==> config.mk <==
export PLATFORM = sky130hd
export DESIGN_NAME = split_ring_descriptor_manager_top
export DESIGN_NICKNAME = d
export VERILOG_FILES = /design/src/hw/rtl/srdm_pkg.sv /design/src/hw/rtl/srdm_cfg.sv /design/src/hw/rtl/srdm_front.sv /design/src/hw/rtl/srdm_queue.sv /design/src/hw/rtl/srdm_back.sv /design/src/hw/rtl/split_ring_descriptor_manager_top.sv
export SDC_FILE = /design/constraint.sdc
export NUM_CORES = 1
export LEC_CHECK = 0
export ABC_AREA = 1
export BUFFER_PORTS_ARGS = -buffer_cell sky130_fd_sc_hd__buf_2
export CORE_MARGIN = 1.5
export CORE_UTILIZATION = 54
export CTS_CLUSTER_DIAMETER = 60
export DETAILED_ROUTE_END_ITERATION = 12
export GPL_ROUTABILITY_DRIVEN = 0
export PLACE_DENSITY = 0.79
export RECOVER_POWER = 25
export SLEW_MARGIN = 40
export SYNTH_ARGS = -nofsm -noshare
export SYNTH_HDL_FRONTEND = slang
export SYNTH_SLANG_ARGS = --single-unit
==> constraint.sdc <==
create_clock -name i_clk -period 4.6 [get_ports i_clk]
set_input_delay 0.46 -clock i_clk [delete_from_list [all_inputs] [get_ports i_clk]]
set_output_delay 0.46 -clock i_clk [all_outputs]
set_load 0.005 [all_outputs]
==> src/hw/rtl/srdm_pkg.sv <==
// ----------------------------------------------------------------------------
// srdm_pkg
// Shared types and constants of the split ring descriptor manager.
// ----------------------------------------------------------------------------
package srdm_pkg;

    localparam int unsigned DESC_COUNT_DEF  = 16;
    localparam int unsigned QUEUE_DEPTH_DEF = 2;

    localparam int unsigned ID_W   = 8;
    localparam int unsigned ADDR_W = 5;

    // register indexes, byte address is four times the index
    localparam logic [2:0] REG_MAX_FRAME_LEN  = 3'd0;
    localparam logic [2:0] REG_HEADER_LEN     = 3'd1;
    localparam logic [2:0] REG_BUFFER_SIZE    = 3'd2;
    localparam logic [2:0] REG_TX_BUFFER_BASE = 3'd3;
    localparam logic [2:0] REG_RX_BUFFER_BASE = 3'd4;

    localparam logic [15:0] MAX_FRAME_LEN_RST = 16'd1514;
    localparam logic [6:0]  HEADER_LEN_RST    = 7'd12;
    localparam logic [15:0] BUFFER_SIZE_RST   = 16'd2048;

    typedef enum logic [1:0] {
        ACT_SEND    = 2'd0,
        ACT_TX_USED = 2'd1,
        ACT_RX_USED = 2'd2
    } t_action;

    typedef enum logic [1:0] {
        ST_OK       = 2'd0,
        ST_BAD_LEN  = 2'd1,
        ST_NO_DESC  = 2'd2,
        ST_BAD_USED = 2'd3
    } t_status;

    typedef enum logic [1:0] {
        NTF_NONE = 2'd0,
        NTF_RX   = 2'd1,
        NTF_TX   = 2'd2
    } t_notify;

    typedef enum logic [2:0] {
        K_SEND,
        K_SEND_BAD,
        K_TX_USED,
        K_RX_USED,
        K_RX_NOCAP,
        K_BAD_ACT
    } t_kind;

    typedef struct packed {
        logic [15:0] max_frame_len;
        logic [6:0]  header_len;
        logic [15:0] buffer_size;
        logic [31:0] tx_buffer_base;
        logic [31:0] rx_buffer_base;
    } t_cfg;

    // classified item handed from front to back
    typedef struct packed {
        t_kind       kind;
        logic [ID_W-1:0] id;
        logic        id_ok;
        logic        rx_short;
        logic [15:0] desc_len;
        logic [15:0] clip_len;
    } t_cmd;

    // executed item waiting for its buffer address
    typedef struct packed {
        t_status     status;
        logic [7:0]  desc_index;
        logic [7:0]  ring_slot;
        logic [15:0] avail_index;
        logic [15:0] desc_length;
        logic        desc_writable;
        logic        addr_en;
        logic        addr_rx;
        logic [15:0] copy_length;
        t_notify     notify_sel;
        logic [7:0]  used_slot;
    } t_exec;

endpackage

==> src/hw/rtl/srdm_cfg.sv <==
// ----------------------------------------------------------------------------
// srdm_cfg
// Configuration registers behind an APB-style slave port.
// ----------------------------------------------------------------------------
module srdm_cfg (
    input  logic                          i_clk,
    input  logic                          i_rst_n,
    input  logic                          psel,
    input  logic                          penable,
    input  logic                          pwrite,
    input  logic [srdm_pkg::ADDR_W-1:0]   paddr,
    input  logic [31:0]                   pwdata,
    output logic [31:0]                   prdata,
    output logic                          pready,
    output srdm_pkg::t_cfg                o_cfg
);

    srdm_pkg::t_cfg r_cfg;
    srdm_pkg::t_cfg n_cfg;
    logic [2:0]     reg_idx;
    logic           wr_en;

    assign reg_idx = paddr[srdm_pkg::ADDR_W-1:2];
    assign wr_en   = psel & penable & pwrite;
    assign pready  = 1'b1;

    always_comb begin
        n_cfg = r_cfg;
        if (wr_en) begin
            case (reg_idx)
                srdm_pkg::REG_MAX_FRAME_LEN:  n_cfg.max_frame_len  = pwdata[15:0];
                srdm_pkg::REG_HEADER_LEN:     n_cfg.header_len     = pwdata[6:0];
                srdm_pkg::REG_BUFFER_SIZE:    n_cfg.buffer_size    = pwdata[15:0];
                srdm_pkg::REG_TX_BUFFER_BASE: n_cfg.tx_buffer_base = pwdata;
                srdm_pkg::REG_RX_BUFFER_BASE: n_cfg.rx_buffer_base = pwdata;
                default: ;
            endcase
        end
    end

    always_comb begin
        case (reg_idx)
            srdm_pkg::REG_MAX_FRAME_LEN:  prdata = {16'd0, r_cfg.max_frame_len};
            srdm_pkg::REG_HEADER_LEN:     prdata = {25'd0, r_cfg.header_len};
            srdm_pkg::REG_BUFFER_SIZE:    prdata = {16'd0, r_cfg.buffer_size};
            srdm_pkg::REG_TX_BUFFER_BASE: prdata = r_cfg.tx_buffer_base;
            srdm_pkg::REG_RX_BUFFER_BASE: prdata = r_cfg.rx_buffer_base;
            default:                      prdata = 32'd0;
        endcase
    end

    always_ff @(posedge i_clk) begin
        if (!i_rst_n) begin
            r_cfg.max_frame_len  <= srdm_pkg::MAX_FRAME_LEN_RST;
            r_cfg.header_len     <= srdm_pkg::HEADER_LEN_RST;
            r_cfg.buffer_size    <= srdm_pkg::BUFFER_SIZE_RST;
            r_cfg.tx_buffer_base <= 32'd0;
            r_cfg.rx_buffer_base <= 32'd0;
        end else begin
            r_cfg <= n_cfg;
        end
    end

    assign o_cfg = r_cfg;

endmodule

==> src/hw/rtl/srdm_front.sv <==
// ----------------------------------------------------------------------------
// srdm_front
// Takes items in, checks lengths and ids and classifies each for the back end.
// ----------------------------------------------------------------------------
module srdm_front #(
    parameter int unsigned DESC_COUNT = srdm_pkg::DESC_COUNT_DEF
) (
    input  logic            i_start,
    input  logic [1:0]      i_action,
    input  logic [15:0]     i_length,
    input  logic [15:0]     i_used_desc_id,
    input  logic [15:0]     i_used_length,
    input  srdm_pkg::t_cfg  i_cfg,
    input  logic            i_q_full,
    output logic            o_busy,
    output logic            o_push,
    output srdm_pkg::t_cmd  o_cmd
);

    logic [16:0] total;
    logic        send_bad;
    logic        rx_short;
    logic [15:0] hdr;
    logic [15:0] payload_len;

    assign hdr      = 16'(i_cfg.header_len);
    assign total    = {1'b0, i_length} + {1'b0, hdr};
    // the sum overflowing 16 bits is caught by the buffer size check
    assign send_bad = (i_length == 16'd0) || (i_length > i_cfg.max_frame_len)
                      || (total > {1'b0, i_cfg.buffer_size});
    assign rx_short = (i_used_length <= hdr);
    assign payload_len = i_used_length - hdr;

    assign o_busy = i_q_full;
    assign o_push = i_start & ~i_q_full;

    always_comb begin
        o_cmd          = '0;
        o_cmd.id       = i_used_desc_id[srdm_pkg::ID_W-1:0];
        o_cmd.id_ok    = (i_used_desc_id < 16'(DESC_COUNT));
        o_cmd.rx_short = rx_short;
        o_cmd.desc_len = total[15:0];
        o_cmd.clip_len = (payload_len > i_length) ? i_length : payload_len;
        case (srdm_pkg::t_action'(i_action))
            srdm_pkg::ACT_SEND:    o_cmd.kind = send_bad ? srdm_pkg::K_SEND_BAD
                                                         : srdm_pkg::K_SEND;
            srdm_pkg::ACT_TX_USED: o_cmd.kind = srdm_pkg::K_TX_USED;
            srdm_pkg::ACT_RX_USED: o_cmd.kind = (i_length == 16'd0) ? srdm_pkg::K_RX_NOCAP
                                                                  : srdm_pkg::K_RX_USED;
            default:               o_cmd.kind = srdm_pkg::K_BAD_ACT;
        endcase
    end

endmodule

==> src/hw/rtl/srdm_queue.sv <==
// ----------------------------------------------------------------------------
// srdm_queue
// Short queue of classified items between front and back.
// ----------------------------------------------------------------------------
module srdm_queue #(
    parameter int unsigned DEPTH = srdm_pkg::QUEUE_DEPTH_DEF
) (
    input  logic            i_clk,
    input  logic            i_rst_n,
    input  logic            i_push,
    input  srdm_pkg::t_cmd  i_cmd,
    input  logic            i_pop,
    output logic            o_valid,
    output logic            o_full,
    output srdm_pkg::t_cmd  o_cmd
);

    localparam int unsigned PTR_W = (DEPTH > 1) ? $clog2(DEPTH) : 1;
    localparam int unsigned CNT_W = $clog2(DEPTH + 1);

    srdm_pkg::t_cmd   r_mem [DEPTH];
    logic [PTR_W-1:0] r_wr_ptr, n_wr_ptr;
    logic [PTR_W-1:0] r_rd_ptr, n_rd_ptr;
    logic [CNT_W-1:0] r_count, n_count;
    logic             do_push;
    logic             do_pop;

    assign o_valid = (r_count != '0);
    assign o_full  = (r_count == CNT_W'(DEPTH));
    assign o_cmd   = r_mem[r_rd_ptr];
    assign do_push = i_push & ~o_full;
    assign do_pop  = i_pop & o_valid;

    always_comb begin
        n_wr_ptr = r_wr_ptr;
        n_rd_ptr = r_rd_ptr;
        n_count  = r_count;
        if (do_push) begin
            n_wr_ptr = (r_wr_ptr == PTR_W'(DEPTH - 1)) ? '0 : r_wr_ptr + 1'b1;
        end
        if (do_pop) begin
            n_rd_ptr = (r_rd_ptr == PTR_W'(DEPTH - 1)) ? '0 : r_rd_ptr + 1'b1;
        end
        if (do_push && !do_pop) begin
            n_count = r_count + 1'b1;
        end else if (do_pop && !do_push) begin
            n_count = r_count - 1'b1;
        end
    end

    always_ff @(posedge i_clk) begin
        if (!i_rst_n) begin
            r_wr_ptr <= '0;
            r_rd_ptr <= '0;
            r_count  <= '0;
        end else begin
            r_wr_ptr <= n_wr_ptr;
            r_rd_ptr <= n_rd_ptr;
            r_count  <= n_count;
        end
    end

    always_ff @(posedge i_clk) begin
        if (do_push) begin
            r_mem[r_wr_ptr] <= i_cmd;
        end
    end

endmodule

==> src/hw/rtl/srdm_back.sv <==
// ----------------------------------------------------------------------------
// srdm_back
// Carries out items: ring state update, then buffer address and result.
// ----------------------------------------------------------------------------
module srdm_back #(
    parameter int unsigned DESC_COUNT = srdm_pkg::DESC_COUNT_DEF
) (
    input  logic            i_clk,
    input  logic            i_rst_n,
    input  srdm_pkg::t_cfg  i_cfg,
    input  logic            i_valid,
    input  srdm_pkg::t_cmd  i_cmd,
    output logic            o_pop,
    output logic            o_valid,
    output logic [1:0]      o_status,
    output logic [7:0]      o_desc_index,
    output logic [7:0]      o_ring_slot,
    output logic [15:0]     o_avail_index,
    output logic [15:0]     o_desc_length,
    output logic            o_desc_writable,
    output logic [31:0]     o_buffer_address,
    output logic [15:0]     o_copy_length,
    output logic [1:0]      o_notify_queue,
    output logic [7:0]      o_used_slot
);

    localparam int unsigned SLOT_W = $clog2(DESC_COUNT);

    logic [DESC_COUNT-1:0] r_free_map, n_free_map;
    logic [15:0]           r_tx_avail, n_tx_avail;
    logic [15:0]           r_rx_avail, n_rx_avail;
    logic [15:0]           r_tx_used, n_tx_used;
    logic [15:0]           r_rx_used, n_rx_used;
    logic [SLOT_W-1:0]     r_tx_avail_slot, n_tx_avail_slot;
    logic [SLOT_W-1:0]     r_rx_avail_slot, n_rx_avail_slot;
    logic [SLOT_W-1:0]     r_tx_used_slot, n_tx_used_slot;
    logic [SLOT_W-1:0]     r_rx_used_slot, n_rx_used_slot;

    logic                  r_exec_valid;
    srdm_pkg::t_exec       r_exec, n_exec;

    logic                  r_out_valid;
    srdm_pkg::t_exec       r_out;
    logic [31:0]           r_out_addr, n_out_addr;

    logic [SLOT_W-1:0]     pick;
    logic                  pick_found;
    logic [SLOT_W-1:0]     id_idx;
    logic [23:0]           offset;
    logic [31:0]           base;

    assign o_pop  = i_valid;
    assign id_idx = i_cmd.id[SLOT_W-1:0];

    // lowest free transmit descriptor
    always_comb begin
        pick       = '0;
        pick_found = 1'b0;
        for (int i = DESC_COUNT - 1; i >= 0; i--) begin
            if (r_free_map[i]) begin
                pick       = SLOT_W'(i);
                pick_found = 1'b1;
            end
        end
    end

    // slots follow count mod descriptor count, also across the 16 bit wrap
    function automatic logic [SLOT_W-1:0] slot_next(input logic [15:0] cnt,
                                                   input logic [SLOT_W-1:0] slot);
        logic [SLOT_W-1:0] res;
        if (cnt == 16'hFFFF || slot == SLOT_W'(DESC_COUNT - 1)) begin
            res = '0;
        end else begin
            res = slot + 1'b1;
        end
        return res;
    endfunction

    always_comb begin
        n_free_map      = r_free_map;
        n_tx_avail      = r_tx_avail;
        n_rx_avail      = r_rx_avail;
        n_tx_used       = r_tx_used;
        n_rx_used       = r_rx_used;
        n_tx_avail_slot = r_tx_avail_slot;
        n_rx_avail_slot = r_rx_avail_slot;
        n_tx_used_slot  = r_tx_used_slot;
        n_rx_used_slot  = r_rx_used_slot;
        n_exec          = '0;
        n_exec.status     = srdm_pkg::ST_OK;
        n_exec.notify_sel = srdm_pkg::NTF_NONE;
        if (i_valid) begin
            case (i_cmd.kind)
                srdm_pkg::K_SEND: begin
                    if (!pick_found) begin
                        n_exec.status = srdm_pkg::ST_NO_DESC;
                    end else begin
                        n_free_map[pick]     = 1'b0;
                        n_exec.desc_index    = 8'(pick);
                        n_exec.ring_slot     = 8'(r_tx_avail_slot);
                        n_tx_avail           = r_tx_avail + 16'd1;
                        n_tx_avail_slot      = slot_next(r_tx_avail, r_tx_avail_slot);
                        n_exec.avail_index   = n_tx_avail;
                        n_exec.desc_length   = i_cmd.desc_len;
                        n_exec.addr_en       = 1'b1;
                        n_exec.notify_sel    = srdm_pkg::NTF_TX;
                    end
                end
                srdm_pkg::K_TX_USED: begin
                    n_exec.used_slot = 8'(r_tx_used_slot);
                    n_tx_used        = r_tx_used + 16'd1;
                    n_tx_used_slot   = slot_next(r_tx_used, r_tx_used_slot);
                    if (i_cmd.id_ok) begin
                        n_free_map[id_idx] = 1'b1;
                        n_exec.desc_index  = i_cmd.id;
                    end else begin
                        n_exec.status = srdm_pkg::ST_BAD_USED;
                    end
                end
                srdm_pkg::K_RX_USED: begin
                    n_exec.used_slot = 8'(r_rx_used_slot);
                    n_rx_used        = r_rx_used + 16'd1;
                    n_rx_used_slot   = slot_next(r_rx_used, r_rx_used_slot);
                    if (!i_cmd.id_ok) begin
                        n_exec.status = srdm_pkg::ST_BAD_USED;
                    end else begin
                        // short data still reposts the buffer
                        if (i_cmd.rx_short) begin
                            n_exec.status = srdm_pkg::ST_BAD_USED;
                        end else begin
                            n_exec.copy_length = i_cmd.clip_len;
                        end
                        n_exec.desc_index    = i_cmd.id;
                        n_exec.ring_slot     = 8'(r_rx_avail_slot);
                        n_rx_avail           = r_rx_avail + 16'd1;
                        n_rx_avail_slot      = slot_next(r_rx_avail, r_rx_avail_slot);
                        n_exec.avail_index   = n_rx_avail;
                        n_exec.desc_length   = i_cfg.buffer_size;
                        n_exec.desc_writable = 1'b1;
                        n_exec.addr_en       = 1'b1;
                        n_exec.addr_rx       = 1'b1;
                        n_exec.notify_sel    = srdm_pkg::NTF_RX;
                    end
                end
                srdm_pkg::K_SEND_BAD,
                srdm_pkg::K_RX_NOCAP: n_exec.status = srdm_pkg::ST_BAD_LEN;
                default:              n_exec.status = srdm_pkg::ST_BAD_USED;
            endcase
        end
    end

    // second stage: base plus index times buffer size
    assign offset = r_exec.desc_index * i_cfg.buffer_size;
    assign base   = r_exec.addr_rx ? i_cfg.rx_buffer_base : i_cfg.tx_buffer_base;
    assign n_out_addr = r_exec.addr_en ? (base + 32'(offset)) : 32'd0;

    always_ff @(posedge i_clk) begin
        if (!i_rst_n) begin
            r_free_map      <= '1;
            r_tx_avail      <= 16'd0;
            r_rx_avail      <= 16'(DESC_COUNT);
            r_tx_used       <= 16'd0;
            r_rx_used       <= 16'd0;
            r_tx_avail_slot <= '0;
            r_rx_avail_slot <= '0;
            r_tx_used_slot  <= '0;
            r_rx_used_slot  <= '0;
            r_exec_valid    <= 1'b0;
            r_out_valid     <= 1'b0;
        end else begin
            r_free_map      <= n_free_map;
            r_tx_avail      <= n_tx_avail;
            r_rx_avail      <= n_rx_avail;
            r_tx_used       <= n_tx_used;
            r_rx_used       <= n_rx_used;
            r_tx_avail_slot <= n_tx_avail_slot;
            r_rx_avail_slot <= n_rx_avail_slot;
            r_tx_used_slot  <= n_tx_used_slot;
            r_rx_used_slot  <= n_rx_used_slot;
            r_exec_valid    <= i_valid;
            r_out_valid     <= r_exec_valid;
        end
    end

    always_ff @(posedge i_clk) begin
        r_exec     <= n_exec;
        r_out      <= r_exec;
        r_out_addr <= n_out_addr;
    end

    assign o_valid          = r_out_valid;
    assign o_status         = r_out.status;
    assign o_desc_index     = r_out.desc_index;
    assign o_ring_slot      = r_out.ring_slot;
    assign o_avail_index    = r_out.avail_index;
    assign o_desc_length    = r_out.desc_length;
    assign o_desc_writable  = r_out.desc_writable;
    assign o_buffer_address = r_out_addr;
    assign o_copy_length    = r_out.copy_length;
    assign o_notify_queue   = r_out.notify_sel;
    assign o_used_slot      = r_out.used_slot;

endmodule

==> src/hw/rtl/split_ring_descriptor_manager_top.sv <==
// ----------------------------------------------------------------------------
// split_ring_descriptor_manager_top
// Driver-side descriptor manager for one transmit and one receive split ring.
// ----------------------------------------------------------------------------
// One item (send, transmit completion or receive completion) is taken per
// clock while busy is low and gives exactly one result, shown for a single
// cycle with o_valid after the queue entry and the execute and output stages;
// the receiver cannot stall it. The back end retires one item every cycle, so
// the two-entry queue behind the classifier never fills and busy stays low in
// normal use. The lowest free transmit descriptor comes from a priority
// encoder over the free map, and the buffer address multiply has a pipeline
// stage of its own. Transmit completions must be presented before the sends
// that depend on them. Registers sit at byte addresses 0x00 to 0x10 and should
// be written only while no item is in flight.
module split_ring_descriptor_manager_top #(
    parameter int unsigned DESC_COUNT  = srdm_pkg::DESC_COUNT_DEF,
    parameter int unsigned QUEUE_DEPTH = srdm_pkg::QUEUE_DEPTH_DEF
) (
    input  logic                        i_clk,
    input  logic                        i_rst_n,
    input  logic                        psel,
    input  logic                        penable,
    input  logic                        pwrite,
    input  logic [srdm_pkg::ADDR_W-1:0] paddr,
    input  logic [31:0]                 pwdata,
    output logic [31:0]                 prdata,
    output logic                        pready,
    input  logic                        i_start,
    output logic                        o_busy,
    input  logic [1:0]                  i_action,
    input  logic [15:0]                 i_length,
    input  logic [15:0]                 i_used_desc_id,
    input  logic [15:0]                 i_used_length,
    output logic                        o_valid,
    output logic [1:0]                  o_status,
    output logic [7:0]                  o_desc_index,
    output logic [7:0]                  o_ring_slot,
    output logic [15:0]                 o_avail_index,
    output logic [15:0]                 o_desc_length,
    output logic                        o_desc_writable,
    output logic [31:0]                 o_buffer_address,
    output logic [15:0]                 o_copy_length,
    output logic [1:0]                  o_notify_queue,
    output logic [7:0]                  o_used_slot
);

    srdm_pkg::t_cfg cfg;
    srdm_pkg::t_cmd front_cmd;
    srdm_pkg::t_cmd queue_cmd;
    logic           push;
    logic           pop;
    logic           q_valid;
    logic           q_full;

    srdm_cfg u_cfg (
        .i_clk   (i_clk),
        .i_rst_n (i_rst_n),
        .psel    (psel),
        .penable (penable),
        .pwrite  (pwrite),
        .paddr   (paddr),
        .pwdata  (pwdata),
        .prdata  (prdata),
        .pready  (pready),
        .o_cfg   (cfg)
    );

    srdm_front #(
        .DESC_COUNT (DESC_COUNT)
    ) u_front (
        .i_start        (i_start),
        .i_action       (i_action),
        .i_length       (i_length),
        .i_used_desc_id (i_used_desc_id),
        .i_used_length  (i_used_length),
        .i_cfg          (cfg),
        .i_q_full       (q_full),
        .o_busy         (o_busy),
        .o_push         (push),
        .o_cmd          (front_cmd)
    );

    srdm_queue #(
        .DEPTH (QUEUE_DEPTH)
    ) u_queue (
        .i_clk   (i_clk),
        .i_rst_n (i_rst_n),
        .i_push  (push),
        .i_cmd   (front_cmd),
        .i_pop   (pop),
        .o_valid (q_valid),
        .o_full  (q_full),
        .o_cmd   (queue_cmd)
    );

    srdm_back #(
        .DESC_COUNT (DESC_COUNT)
    ) u_back (
        .i_clk            (i_clk),
        .i_rst_n          (i_rst_n),
        .i_cfg            (cfg),
        .i_valid          (q_valid),
        .i_cmd            (queue_cmd),
        .o_pop            (pop),
        .o_valid          (o_valid),
        .o_status         (o_status),
        .o_desc_index     (o_desc_index),
        .o_ring_slot      (o_ring_slot),
        .o_avail_index    (o_avail_index),
        .o_desc_length    (o_desc_length),
        .o_desc_writable  (o_desc_writable),
        .o_buffer_address (o_buffer_address),
        .o_copy_length    (o_copy_length),
        .o_notify_queue   (o_notify_queue),
        .o_used_slot      (o_used_slot)
    );

endmodule

==> impl_metrics.yaml <==
sta:
  hold_ws_ns: 0.08232
  finalCritPeriodShare_pct: 99.72
  fin_crit_ns: 4.587
  setup_viol: 0
  worst_pin_slew_ns: 0.8224
  slew_headroom_pct: 45.04
  slew_viol_final: 0
  clock_skew_ns: 0.04259
  max_freq_mhz: 218.0
  rsz0062_at_grt: "yes"
  hold_viol: 0
synthesis:
  synth_ff_type: "dfxtp_1"
  syn_inst: 3057
  async_flop_share_pct: 0
  ys_warn_count: 0
  synth_area_per_cell_um2: 8.115
  ys_seq_area_share_pct: 41.32
  synth_edf_count: 90
  ys_seq_elements: 467
  synthesis.area_mm2: 0.02481
  synth_cell_types: 59
clock_tree:
  clock_path_buffers: 3
  cts_buffers: 48
  path_clk_slew_ns: 0.06
  clock_latency_ns: 0.61
  root_buffer: "clkbuf_16"
  cts_htree_levels: 2
  cts_sinks: 467
  cts_tree: "done"
global_routing:
  grt_pass1_vias: 19740
  grt_pass1_wl_mm: 100.7
  antenna_found_initial: 4
  grt_max_degree: 114
  gr-usage-all-layers_pct: 26.67
  grt-ovfl-total: 0
power_and_ir_drop:
  leakage_nw: 13.54
  power_w: 0.01114
  power_density_mw_per_mm2: 381.4
  irDropWorstVdd_mv: 0.2903
worst_setup_path:
  end_kind: "flop"
  cp.arrival_ns: 5.04
  crit_fanout: 12
  required_ns: 5.05
  critPathLaunchType: "flop"
  crit_type: "flop to flop"
finish:
  final_core_util_pct: 64.37
  layout_commonest_cell: "inv_1"
  fin_area_mm2: 0.02921
  layout-drive-gt1-share_pct: 16.35
  nNetsFinal: 3632
  stdcell_count: 3953
  syn2layout_area_growth_pct: 17.75
  mostFrequentLayoutCells: "inv_1 (529), nand2_1 (484), dfxtp_1 (365), o21ai_0 (269), a21oi_1 (239)"
  fill_cells: 3679
floorplan:
  io_pins: 237
  dieWidth_um: 217.3
  start_util_pct: 54.67
  dieArea_mm2: 0.04724
  chipHeight_um: 217.3
  rows: 78
  core_area_mm2: 0.04538
run_status:
  status: "finished, final reports clean"
route:
  wirelength_mm: 64.74
  via_count: 21370
  wl_per_cell_um: 16.38
  drt_pass1_iterations: 6
  drtIter0Drc: 1958
  drcViolationCount: 0
  final_antenna_net_count: 0
  viasPerCell: 5.406
worst_hold_path:
  hold_path.class: "input pin to flop"
place:
  port_buffers: 225
  placedCellCount: 3850
  place_area_mm2: 0.02694
  place_hpwl_mm: 46.77
job:
  cap_violations: 0
sequential cells by signal, indices dropped and copies added, names as in the netlist, 32 cells and up, named ones only:
| name | count |
|---|---|
| u_cfg.o_cfg | 103 |
| u_queue.r_mem | 90 |
| u_back.r_exec | 70 |
| u_back.o_buffer_address | 32 |
metrics by stage:
stage / setup TNS [ns] / setup WS [ns]
after detailed placement: -0.06574 / -0.02744
after global placement: 0 / 0.02733
final: 0 / 0.01297
after global routing: -0.7085 / -0.1504
after CTS: 0 / 0.007021
after floorplan: 0 / 0.02666
power breakdown:
part | internal [W] | switching (W)
combinational | 0.000750 | 0.00158
sequential | 0.00454 | 0.000153
clock | 0.00242 | 0.00169
routing by layer:
metal  part of all wire [%]  wire length [um]  track usage (%)  vias up
met4                    3.1              2025            9.028        4
met2                     45             28940            41.69      919
met1                     43             27920            36.85     9933
li1                       -                 -                -    10380
met5                  0.032                21                0        -
met3                    9.0              5825            5.521      139
cells in the mapped netlist (all sizes together), types with 39 or more instances:
master	number	area, um2
a21oi	251	1260
clkbuf	99	371.6
dfxtp	377	7547
edfxtp	90	2703
fa	108	2162
ha	120	1501
inv	549	2063
nand2	502	1927
nand3	95	495.5
nor2	242	994.7
nor3	39	210.2
o21ai	306	1546
worst max-delay path, stage by stage, from the launching register on:
cell and delay [ns]:
dfxtp_4 0.38, buf_12 0.14, buf_12 0.14, nand2_1 0.09, o21ai_2 0.08, fa_1 0.48, inv_1 0.06, fa_1 0.50
fa_1 0.51, inv_1 0.06, fa_1 0.53, inv_1 0.06, ha_4 0.27, nand2_1 0.09, nand2_1 0.10, a31oi_1 0.25
o211ai_1 0.21, a21oi_2 0.20, o21bai_1 0.11, o21ai_1 0.13, a21oi_1 0.05
worst paths after layout:
check,start,end,slack [ns],cells past startpoint
max,u_back.r_exec[26],u_back.o_buffer_address[21],0.01,20
min reg2reg,u_back.r_exec[30],u_back.o_desc_length[1],0.32,0
min,i_used_desc_id[3],u_queue.r_mem[1][37],0.08,1
max reg2reg,u_back.r_exec[26],u_back.o_buffer_address[21],0.01,20
what timing repair did:
action                     CTS  global route
cloned                       0             1
setup buffers                0            10
resized for setup           14           124
hold buffers                 0             0
pin swaps                    1            38
setup endpoints to repair   10            20
layout make-up:
class	count	area [um2]	share of cell area, %
clock buffer	59	1292	4.424
inverter	552	2076	7.106
clock inverter	31	396.6	1.358
timing repair buffer	326	2013	6.891
antenna	2	5.005	0.01713
sequential	467	10270	35.15
multi-input combinational	1916	12410	42.49
tap	600	750.7	2.570
logic make-up (layout without fill, tap and decap cells):
group / count (synthesis) / after routing / synth area share [%]
AND/OR/NAND/NOR: 955 / 955 / 16.64
adder cells (fa/ha/maj): 228 / 228 / 14.77
AO/OA/AOI/OAI: 666 / 666 / 14.50
XOR/XNOR: 42 / 42 / 1.483
flip-flops: 467 / 467 / 41.32
multiplexers: 16 / 16 / 0.6455
other: 2 / 11 / 0.03027
buffers and inverters: 681 / 968 / 10.62
(Power assumes the default switching activity.)
